--- src/sv/assert_macros.svh ---
// shared assertion macros
`ifndef ASSERT_MACROS_SVH
`define ASSERT_MACROS_SVH

// property must hold at every edge outside reset
`define DFE_ASSERT(label, clk, rst, prop, msg) \
   label: assert property (@(posedge clk) disable iff (rst) (prop)) else $error(msg);

// condition must never be seen outside reset
`define DFE_NEVER(label, clk, rst, cond, msg) \
   label: assert property (@(posedge clk) disable iff (rst) !(cond)) else $error(msg);

`endif

--- src/sv/dfe_pkg.sv ---
package dfe_pkg;

   localparam int MAX_FIELD_DEFAULT = 32;

   // count field covers the whole MAX_FIELD range (up to 127)
   localparam int CNT_W = 7;

   localparam logic [7:0] QUOTE_CHAR = 8'h22;
   localparam logic [7:0] NUL_CHAR   = 8'h00;

   localparam logic [7:0] DELIM_RESET = 8'd44;
   localparam logic [7:0] INDEX_RESET = 8'd0;
   localparam logic [5:0] CAP_RESET   = 6'd32;

   localparam int CSR_IDX_W = 2;
   localparam logic [CSR_IDX_W-1:0] CSR_DELIMITER   = 2'd0;
   localparam logic [CSR_IDX_W-1:0] CSR_FIELD_INDEX = 2'd1;
   localparam logic [CSR_IDX_W-1:0] CSR_DEST_CAP    = 2'd2;

   localparam logic [1:0] ST_COMPLETE  = 2'd0;
   localparam logic [1:0] ST_TRUNCATED = 2'd1;
   localparam logic [1:0] ST_NOT_FOUND = 2'd2;

   typedef struct packed {
      logic [7:0] char_code;
      logic       end_of_string;
   } req_type;

   typedef struct packed {
      logic [7:0] out_byte;
      logic       byte_valid;
      logic       run_last;
      logic [1:0] status;
   } rsp_type;

   // one run to deliver: buffer bank, byte count, status
   typedef struct packed {
      logic             bank;
      logic [CNT_W-1:0] count;
      logic [1:0]       status;
   } desc_type;

   // back part hands a bank back to the scanner
   typedef struct packed {
      logic valid;
      logic bank;
   } rel_type;

endpackage

--- src/sv/dfe_desc_fifo.sv ---
module dfe_desc_fifo import dfe_pkg::*; (
   input  logic     clock,
   input  logic     reset,
   input  logic     push,
   input  desc_type push_data,
   output logic     full,
   input  logic     pop,
   output desc_type pop_data,
   output logic     empty
);

   desc_type   slot_ff [2];
   logic       wr_ptr_ff, wr_ptr_in;
   logic       rd_ptr_ff, rd_ptr_in;
   logic [1:0] count_ff, count_in;
   logic       do_push, do_pop;

   assign full     = (count_ff == 2'd2);
   assign empty    = (count_ff == 2'd0);
   assign pop_data = slot_ff[rd_ptr_ff];
   assign do_push  = push && !full;
   assign do_pop   = pop && !empty;

   always_comb begin
      wr_ptr_in = wr_ptr_ff ^ do_push;
      rd_ptr_in = rd_ptr_ff ^ do_pop;
      count_in  = count_ff + {1'b0, do_push} - {1'b0, do_pop};
   end

   always_ff @(posedge clock) begin
      if (reset) begin
         wr_ptr_ff <= 1'b0;
         rd_ptr_ff <= 1'b0;
         count_ff  <= 2'd0;
      end else begin
         wr_ptr_ff <= wr_ptr_in;
         rd_ptr_ff <= rd_ptr_in;
         count_ff  <= count_in;
      end
   end

   always_ff @(posedge clock) begin
      if (do_push) begin
         slot_ff[wr_ptr_ff] <= push_data;
      end
   end

endmodule

--- src/sv/dfe_front.sv ---
module dfe_front import dfe_pkg::*; #(
   parameter int MAX_FIELD = MAX_FIELD_DEFAULT
) (
   input  logic                 clock,
   input  logic                 reset,
   input  logic                 req_push,
   output logic                 req_full,
   input  req_type              req_data,
   input  logic                 csr_write_en,
   input  logic [CSR_IDX_W-1:0] csr_index,
   input  logic [7:0]           csr_wdata,
   output logic                 buf_we,
   output logic                 buf_bank,
   output logic [((MAX_FIELD > 1) ? $clog2(MAX_FIELD) : 1)-1:0] buf_addr,
   output logic [7:0]           buf_wdata,
   output logic                 desc_push,
   output desc_type             desc_data,
   input  logic                 fifo_full,
   input  rel_type              rel
);

   localparam int AW   = (MAX_FIELD > 1) ? $clog2(MAX_FIELD) : 1;
   localparam int LW   = $clog2(MAX_FIELD + 2);
   localparam int CMPW = (LW > 6) ? LW : 6;

   logic [7:0]    delim_ff, index_ff;
   logic [5:0]    cap_ff;
   logic [7:0]    fields_done_ff, fields_done_in;
   logic [LW-1:0] len_ff, len_in;
   logic          swq_ff, swq_in;
   logic          pwq_ff, pwq_in;
   logic          answered_ff, answered_in;
   logic          bank_ff, bank_in;
   logic [1:0]    busy_ff, busy_in;

   logic [7:0]      c;
   logic            accept, is_end, is_quote, len_nz, two_plus;
   logic            ok_delim, ok_end, hit;
   logic [CMPW-1:0] cap_ext, len_ext, n_ext;
   logic            trunc;

   assign req_full  = busy_ff[bank_ff] || fifo_full;
   assign accept    = req_push && !req_full;
   assign c         = req_data.char_code;
   assign is_end    = req_data.end_of_string || (c == NUL_CHAR);
   assign is_quote  = (c == QUOTE_CHAR);
   assign len_nz    = (len_ff != '0);
   assign two_plus  = (len_ff >= LW'(2));
   // an empty field takes its quote flag from the delimiter itself
   assign ok_delim  = !(len_nz ? swq_ff : is_quote) || (two_plus && pwq_ff);
   assign ok_end    = !(len_nz && swq_ff) || (two_plus && pwq_ff);
   assign hit       = (fields_done_ff == index_ff);

   assign cap_ext = (CMPW'(cap_ff) > CMPW'(MAX_FIELD)) ? CMPW'(MAX_FIELD) : CMPW'(cap_ff);
   assign len_ext = CMPW'(len_ff);
   assign n_ext   = (len_ext < cap_ext) ? len_ext : cap_ext;
   assign trunc   = (len_ext > cap_ext);

   assign buf_bank  = bank_ff;
   assign buf_addr  = AW'(len_ff);
   assign buf_wdata = c;

   always_comb begin
      fields_done_in   = fields_done_ff;
      len_in           = len_ff;
      swq_in           = swq_ff;
      pwq_in           = pwq_ff;
      answered_in      = answered_ff;
      buf_we           = 1'b0;
      desc_push        = 1'b0;
      desc_data.bank   = bank_ff;
      desc_data.count  = CNT_W'(n_ext);
      desc_data.status = trunc ? ST_TRUNCATED : ST_COMPLETE;
      if (accept) begin
         if (is_end) begin
            if (!answered_ff) begin
               desc_push = 1'b1;
               if (!(fields_done_ff != 8'd0 && hit && ok_end)) begin
                  desc_data.count  = '0;
                  desc_data.status = ST_NOT_FOUND;
               end
            end
            fields_done_in = 8'd0;
            len_in         = '0;
            swq_in         = 1'b0;
            pwq_in         = 1'b0;
            answered_in    = 1'b0;
         end else if (!answered_ff) begin
            if (c == delim_ff && ok_delim) begin
               if (hit) begin
                  desc_push   = 1'b1;
                  answered_in = 1'b1;
               end else begin
                  fields_done_in = fields_done_ff + 8'd1;
                  len_in         = '0;
                  swq_in         = 1'b0;
                  pwq_in         = 1'b0;
               end
            end else begin
               if (!len_nz) begin
                  swq_in = is_quote;
               end
               if (len_ff < LW'(MAX_FIELD)) begin
                  buf_we = 1'b1;
               end
               if (len_ff <= LW'(MAX_FIELD)) begin
                  len_in = len_ff + LW'(1);
               end
               pwq_in = is_quote;
            end
         end
      end
      bank_in = bank_ff ^ desc_push;
      busy_in = busy_ff;
      if (rel.valid) begin
         busy_in[rel.bank] = 1'b0;
      end
      if (desc_push) begin
         busy_in[bank_ff] = 1'b1;
      end
   end

   always_ff @(posedge clock) begin
      if (reset) begin
         delim_ff       <= DELIM_RESET;
         index_ff       <= INDEX_RESET;
         cap_ff         <= CAP_RESET;
         fields_done_ff <= 8'd0;
         len_ff         <= '0;
         swq_ff         <= 1'b0;
         pwq_ff         <= 1'b0;
         answered_ff    <= 1'b0;
         bank_ff        <= 1'b0;
         busy_ff        <= 2'b00;
      end else begin
         if (csr_write_en) begin
            unique case (csr_index)
               CSR_DELIMITER:   delim_ff <= csr_wdata;
               CSR_FIELD_INDEX: index_ff <= csr_wdata;
               CSR_DEST_CAP:    cap_ff   <= csr_wdata[5:0];
               default: ;
            endcase
         end
         fields_done_ff <= fields_done_in;
         len_ff         <= len_in;
         swq_ff         <= swq_in;
         pwq_ff         <= pwq_in;
         answered_ff    <= answered_in;
         bank_ff        <= bank_in;
         busy_ff        <= busy_in;
      end
   end

`include "assert_macros.svh"

   `DFE_NEVER(a_push_into_full, clock, reset, desc_push && fifo_full, "run queued while queue full")
   `DFE_NEVER(a_release_idle_bank, clock, reset, rel.valid && !busy_ff[rel.bank], "idle bank released")

endmodule

--- src/sv/dfe_back.sv ---
module dfe_back import dfe_pkg::*; #(
   parameter int MAX_FIELD = MAX_FIELD_DEFAULT
) (
   input  logic     clock,
   input  logic     reset,
   input  logic     fifo_empty,
   input  desc_type fifo_data,
   output logic     fifo_pop,
   input  logic     buf_we,
   input  logic     buf_bank,
   input  logic [((MAX_FIELD > 1) ? $clog2(MAX_FIELD) : 1)-1:0] buf_addr,
   input  logic [7:0] buf_wdata,
   output rel_type  rel,
   output logic     rsp_empty,
   input  logic     rsp_pop,
   output rsp_type  rsp_data
);

   localparam int AW = (MAX_FIELD > 1) ? $clog2(MAX_FIELD) : 1;
   localparam int CW = $clog2(MAX_FIELD + 1);

   logic [7:0] buf_mem [2][MAX_FIELD];

   logic          active_ff, active_in;
   logic          act_bank_ff;
   logic [CW-1:0] n_ff, cnt_ff;
   logic [1:0]    act_status_ff;

   logic       rd_valid_ff, rd_valid_in;
   logic [7:0] rd_byte_ff;
   logic       rd_bv_ff, rd_last_ff;
   logic [1:0] rd_status_ff;

   logic    out_valid_ff, out_valid_in;
   rsp_type out_data_ff;

   logic issue, is_last, out_load, rd_free;

   assign fifo_pop = !active_ff && !fifo_empty;
   assign out_load = rd_valid_ff && (!out_valid_ff || rsp_pop);
   assign rd_free  = !rd_valid_ff || out_load;
   assign issue    = active_ff && rd_free;
   assign is_last  = (n_ff == '0) || (CW'(cnt_ff + 1'b1) == n_ff);

   // bank goes back as soon as its last byte has been read
   assign rel.valid = issue && is_last;
   assign rel.bank  = act_bank_ff;

   assign rsp_empty = !out_valid_ff;
   assign rsp_data  = out_data_ff;

   always_comb begin
      active_in = active_ff;
      if (fifo_pop) begin
         active_in = 1'b1;
      end else if (issue && is_last) begin
         active_in = 1'b0;
      end
      rd_valid_in = issue ? 1'b1 : (out_load ? 1'b0 : rd_valid_ff);
      out_valid_in = out_load ? 1'b1 : ((rsp_pop && out_valid_ff) ? 1'b0 : out_valid_ff);
   end

   always_ff @(posedge clock) begin
      if (reset) begin
         active_ff    <= 1'b0;
         rd_valid_ff  <= 1'b0;
         out_valid_ff <= 1'b0;
      end else begin
         active_ff    <= active_in;
         rd_valid_ff  <= rd_valid_in;
         out_valid_ff <= out_valid_in;
      end
   end

   always_ff @(posedge clock) begin
      if (fifo_pop) begin
         act_bank_ff   <= fifo_data.bank;
         n_ff          <= CW'(fifo_data.count);
         act_status_ff <= fifo_data.status;
         cnt_ff        <= '0;
      end else if (issue) begin
         cnt_ff <= CW'(cnt_ff + 1'b1);
      end
   end

   always_ff @(posedge clock) begin
      if (buf_we) begin
         buf_mem[buf_bank][buf_addr] <= buf_wdata;
      end
   end

   always_ff @(posedge clock) begin
      if (issue) begin
         rd_byte_ff   <= buf_mem[act_bank_ff][cnt_ff[AW-1:0]];
         rd_bv_ff     <= (n_ff != '0);
         rd_last_ff   <= is_last;
         rd_status_ff <= act_status_ff;
      end
   end

   always_ff @(posedge clock) begin
      if (out_load) begin
         out_data_ff.out_byte   <= rd_bv_ff ? rd_byte_ff : 8'd0;
         out_data_ff.byte_valid <= rd_bv_ff;
         out_data_ff.run_last   <= rd_last_ff;
         out_data_ff.status     <= rd_status_ff;
      end
   end

`include "assert_macros.svh"

   `DFE_ASSERT(a_empty_word_last, clock, reset, out_valid_ff && !out_data_ff.byte_valid |-> out_data_ff.run_last, "empty word not last")
   `DFE_ASSERT(a_cnt_in_run, clock, reset, active_ff && n_ff != '0 |-> cnt_ff < n_ff, "read index past run")

endmodule

--- src/sv/delimited_field_extractor.sv ---
// Delimited field extractor.
// Input queue side (req_): push a word with req_push while req_full is low; a
// word is one character, or an end-of-string mark (end_of_string, or a zero
// character). Field number field_index, split on delimiter, is picked out.
// Result queue side (rsp_): while rsp_empty is low, rsp_data holds the oldest
// result word; rsp_pop takes it. One run of words per string: the field bytes
// (at most dest_capacity), or one empty word, with run_last on the final one.
// Configuration: csr_write_en with csr_index and csr_wdata, only while idle.
// Characters are taken one per cycle while req_full is low. The word closing
// a field sends its run through the run queue, buffer read register and
// output register; a run then drains at one word per cycle while rsp_pop keeps
// up, limited by the single read port of the field buffer.
// The buffer has two banks; the scanner writes one while the other drains, so
// req_full rises only when both banks hold runs not yet read out.
// A stalled receiver stops the drain, and in turn input once both banks fill.
// Reset (synchronous) empties both queues and restores the registers to
// delimiter 44, field_index 0, dest_capacity 32.
module delimited_field_extractor import dfe_pkg::*; #(
   parameter int MAX_FIELD = MAX_FIELD_DEFAULT
) (
   input  logic                 clock,
   input  logic                 reset,
   input  logic                 req_push,
   output logic                 req_full,
   input  req_type              req_data,
   output logic                 rsp_empty,
   input  logic                 rsp_pop,
   output rsp_type              rsp_data,
   input  logic                 csr_write_en,
   input  logic [CSR_IDX_W-1:0] csr_index,
   input  logic [7:0]           csr_wdata
);

   localparam int AW = (MAX_FIELD > 1) ? $clog2(MAX_FIELD) : 1;

   logic          buf_we, buf_bank;
   logic [AW-1:0] buf_addr;
   logic [7:0]    buf_wdata;
   logic          desc_push, fifo_full, fifo_pop, fifo_empty;
   desc_type      desc_in, desc_out;
   rel_type       rel;

   dfe_front #(.MAX_FIELD(MAX_FIELD)) u_front (
      .clock        (clock),
      .reset        (reset),
      .req_push     (req_push),
      .req_full     (req_full),
      .req_data     (req_data),
      .csr_write_en (csr_write_en),
      .csr_index    (csr_index),
      .csr_wdata    (csr_wdata),
      .buf_we       (buf_we),
      .buf_bank     (buf_bank),
      .buf_addr     (buf_addr),
      .buf_wdata    (buf_wdata),
      .desc_push    (desc_push),
      .desc_data    (desc_in),
      .fifo_full    (fifo_full),
      .rel          (rel)
   );

   dfe_desc_fifo u_fifo (
      .clock     (clock),
      .reset     (reset),
      .push      (desc_push),
      .push_data (desc_in),
      .full      (fifo_full),
      .pop       (fifo_pop),
      .pop_data  (desc_out),
      .empty     (fifo_empty)
   );

   dfe_back #(.MAX_FIELD(MAX_FIELD)) u_back (
      .clock      (clock),
      .reset      (reset),
      .fifo_empty (fifo_empty),
      .fifo_data  (desc_out),
      .fifo_pop   (fifo_pop),
      .buf_we     (buf_we),
      .buf_bank   (buf_bank),
      .buf_addr   (buf_addr),
      .buf_wdata  (buf_wdata),
      .rel        (rel),
      .rsp_empty  (rsp_empty),
      .rsp_pop    (rsp_pop),
      .rsp_data   (rsp_data)
   );

endmodule
--- config.mk ---
export PLATFORM = sky130hd
export DESIGN_NAME = delimited_field_extractor
export DESIGN_NICKNAME = d
export VERILOG_FILES = /design/src/sv/dfe_pkg.sv /design/src/sv/dfe_desc_fifo.sv /design/src/sv/dfe_front.sv /design/src/sv/dfe_back.sv /design/src/sv/delimited_field_extractor.sv
export VERILOG_INCLUDE_DIRS = /design/src /design/src/sv
export SDC_FILE = /design/constraint.sdc
export NUM_CORES = 1
export LEC_CHECK = 0
export ABC_AREA = 1
export BUFFER_PORTS_ARGS = -buffer_cell sky130_fd_sc_hd__buf_2
export CAP_MARGIN = 20
export CORE_ASPECT_RATIO = 1.1
export CORE_MARGIN = 2
export CORE_UTILIZATION = 30
export DETAILED_ROUTE_END_ITERATION = 6
export PLACE_DENSITY = 0.41
export SYNTH_ARGS = -nofsm -noshare
export SYNTH_HDL_FRONTEND = slang
export SYNTH_SLANG_ARGS = --single-unit
--- constraint.sdc ---
create_clock -name clock -period 3.1 [get_ports clock]
set_input_delay 0.62 -clock clock [delete_from_list [all_inputs] [get_ports clock]]
set_output_delay 0.62 -clock clock [all_outputs]
set_load 0.01 [all_outputs]
==> run metrics <==
Period minus WS final 2.74 ns; Sequential cell area 18000 µm²; die area 88600 µm²; #FFs+latches synth 618; total track usage 18.1%; top-area cell type share of the netlist area 65.3%; Slew @ Worst Pin 0.817 ns; number of synthesized flops with an enable pin 563; Clk Latency, worst-skew pair 0.62 ns; distinct cell type count after synthesis 42; Cells after Synth 2234; port bufs 37; max frequency 366 MHz; Worst Path Required 3.52 ns; Post-Synth Adder-Cell Area 0.822%; RSZ-0062 raised after global routing false; CP peak stage delay 0.39 ns; Die W 284 µm; detailed-route vias per instance 4.98; simple-gate portion of the synthesized area 15.3%; post-route antenna net violation count 0; Post-DP Area 28100 µm²; post-placement cell count 3416; crit-path leading delay family compound AO/OA/AOI/OAI gates; VDD IR max 0.383 mV; CP max-delay cell or2_2; setup TNS 0 ns; GRT Residual Overflow 0; Hold Buf Count CTS 0; outcome completed; fin crit share 88.2%; final wirelength 81.2 mm; Pins Over Slew Limit 0; Final Skew 0.0216 ns; # nets final 2392; Data arrival, critical path 3.16 ns; n_diodes 0; Final Cell Area 30600 µm²; Compound-Gate Fraction of Synth Area 9.81%; area grow syn2layout 18.1%; CTS buffer count 73; Setup Buffers After CTS 0; # rows 112; CP Max Fanout 13; HPWL Detailed 52.3 mm; Hold WC Path Type input pin to flip-flop; mux share of post-synthesis cell area 0.309%; I/O pin cnt 38; Pwr Total 25.6 mW; worst path cell trace or2_2 > inv_1 > nand2_1 > o21ai_0 > nand2_1 > ha_1 > inv_1 > nor2_1 > o21ai_0 > o211ai_1 > or2_2 > a21oi_1; TritonCTS clock tree done; Finished Core Util 35.9%; fillers 8488; startpoint types flip-flop; syn nets 2275; first-pass GRT wire length 120 mm; Clock Path Buffers 3; Num Clock Sinks 618; ys async rst share 0%; largest net degree at the start of global routing 69; WS Path Type flip-flop to flip-flop; leading post-synthesis cells by cell area edfxtp_1 (65%), o21ai_0 (5.5%), nand2_1 (5.4%); root buf cell clkbuf_16; max_cap viols 0; pre-CTS setup slack 0.0318 ns; Post-Syn Area per Cell 11.6 µm²; Final Hold Fails 0; CTS H-tree lvls 3; antenna violations before repair 4; Multi-input gate area 6980 µm²; Synthesis Warnings 0; WL per Instance 22.9 µm; gpl congestion 0.815; Worst slew margin 45.5%; Fin Hold WS 0.275 ns; largest area contributor in the netlist edfxtp_1; endpoints failing setup 0; Post-Synth XOR/XNOR Area 0.745%; largest family of logic cells by synthesized area simple AND/OR/NAND/NOR gates; sequential share of the synthesized area 69.6%; Lkg Pwr 10.5 nW; post-synthesis cell area 25900 µm²; via count 17700; crit end category flip-flop; layout cells sized above 1 15.1%; vias in the first global route 17800; Initial Util 30.4%; core region area 85200 µm²; DRC violations left 0; Die H 312 µm; First-pass DRT Iterations 5; final worst slack 0.364 ns; 1st-iter DRT viols 1535; pwr/cell area 839 nW/µm²; CTS resizes 0; Synth Flop Type edfxtp_1; Clk pin slew, worst setup/hold paths 0.06 ns; Worst Path Buf+Inv 2; Non-Filler Instances 3548
==> worst reg2reg max path: stages (launching register included) <==
cell and delay [ns]:
dfxtp_1 0.34, or2_2 0.27, inv_1 0.05, nand2_1 0.04
o21ai_0 0.26, nand2_1 0.09, ha_1 0.30, inv_1 0.06
nor2_1 0.03, o21ai_0 0.16, o211ai_1 0.33, or2_2 0.39
a21oi_1 0.23
==> flip-flops by register name, indices dropped and copies added, names as in the netlist, 2 cells and up <==
signal                  cells
u_back.act_status_ff        2
u_back.buf_mem            512
u_back.cnt_ff               6
u_back.n_ff                 6
u_back.rd_byte_ff           8
u_back.rd_status_ff         2
u_back.rsp_data            12
u_fifo.count_ff             2
u_fifo.slot_ff             18
u_front.busy_ff             2
u_front.cap_ff              6
u_front.delim_ff            8
u_front.fields_done_ff      8
u_front.index_ff            8
u_front.len_ext             6
==> where the power goes <==
group / switching, mW / total (mW) / internal (mW)
Sequential: 0.207 / 9.70 / 9.49
Combinational: 4.98 / 7.09 / 2.12
Clock: 3.47 / 8.86 / 5.38
Total: 8.66 / 25.6 / 17.0
==> final timing paths <==
path | start | end | slack (ns) | cells past startpoint
setup / recovery | u_front.cap_ff[1]$_SDFFE_PP0P_ | u_fifo.slot_ff[0][7]$_DFFE_PP_ | 0.36 | 12
hold / removal | csr_wdata[2] | u_front.delim_ff[2]$_SDFFE_PP1P_ | 0.27 | 3
setup reg to reg | u_front.cap_ff[1]$_SDFFE_PP0P_ | u_fifo.slot_ff[0][7]$_DFFE_PP_ | 0.36 | 12
hold reg to reg | u_back.rd_last_ff$_DFFE_PP_ | u_back.rsp_data[2]$_DFFE_PP_ | 0.41 | 0
==> synth_stat cells (all sizes together), types with 8 or more instances <==
| cell | instances |
|---|---|
| nor3 | 67 |
| o22ai | 123 |
| edfxtp | 563 |
| nand2 | 377 |
| mux2i | 8 |
| inv | 65 |
| xnor2 | 8 |
| a21oi | 49 |
| nor2 | 337 |
| nand3 | 87 |
| clkbuf | 73 |
| o21ai | 294 |
| buf | 60 |
| xor2 | 14 |
| nand4 | 13 |
| ha | 17 |
| dfxtp | 55 |
==> metal layers <==
layer | GRT usage [%] | wire length, µm | vias up
met1 | 23.9 | 35800 | 8876
met2 | 30.7 | 39700 | 472
met4 | 5.72 | 2060 | 0
met3 | 2.61 | 3760 | 103
li1 | - | - | 8232
met5 | 0 | 0 | -
==> layout make-up <==
type,instances,area share [%]
timing repair buffer,175,4.57
tap,1140,4.67
sequential,618,59.0
multi-input combinational,1414,22.8
clock inverter,46,1.75
clock buffer,86,6.31
inverter,69,0.901
==> kinds of logic after synthesis <==
logic type | count (synthesis)
flops | 618
fa+ha+maj | 17
buf+inv | 202
mux | 8
xor+xnor | 22
simple gates | 895
compound gates | 472
==> layout by cell type, fill, tap and decap left out, types with 14 or more instances in the layout <==
cell and n:
a21oi_1 48, buf_12 14, buf_2 37, buf_4 124
clkbuf_16 75, clkinv_1 14, dfxtp_1 52, edfxtp_1 563
ha_1 17, inv_1 56, nand2_1 369, nand3_1 87
nor2_1 334, nor3_1 27, nor3_2 40, o21ai_0 283
o22ai_1 123, xor2_1 14
Note: power is estimated with default switching activity, not from simulation.
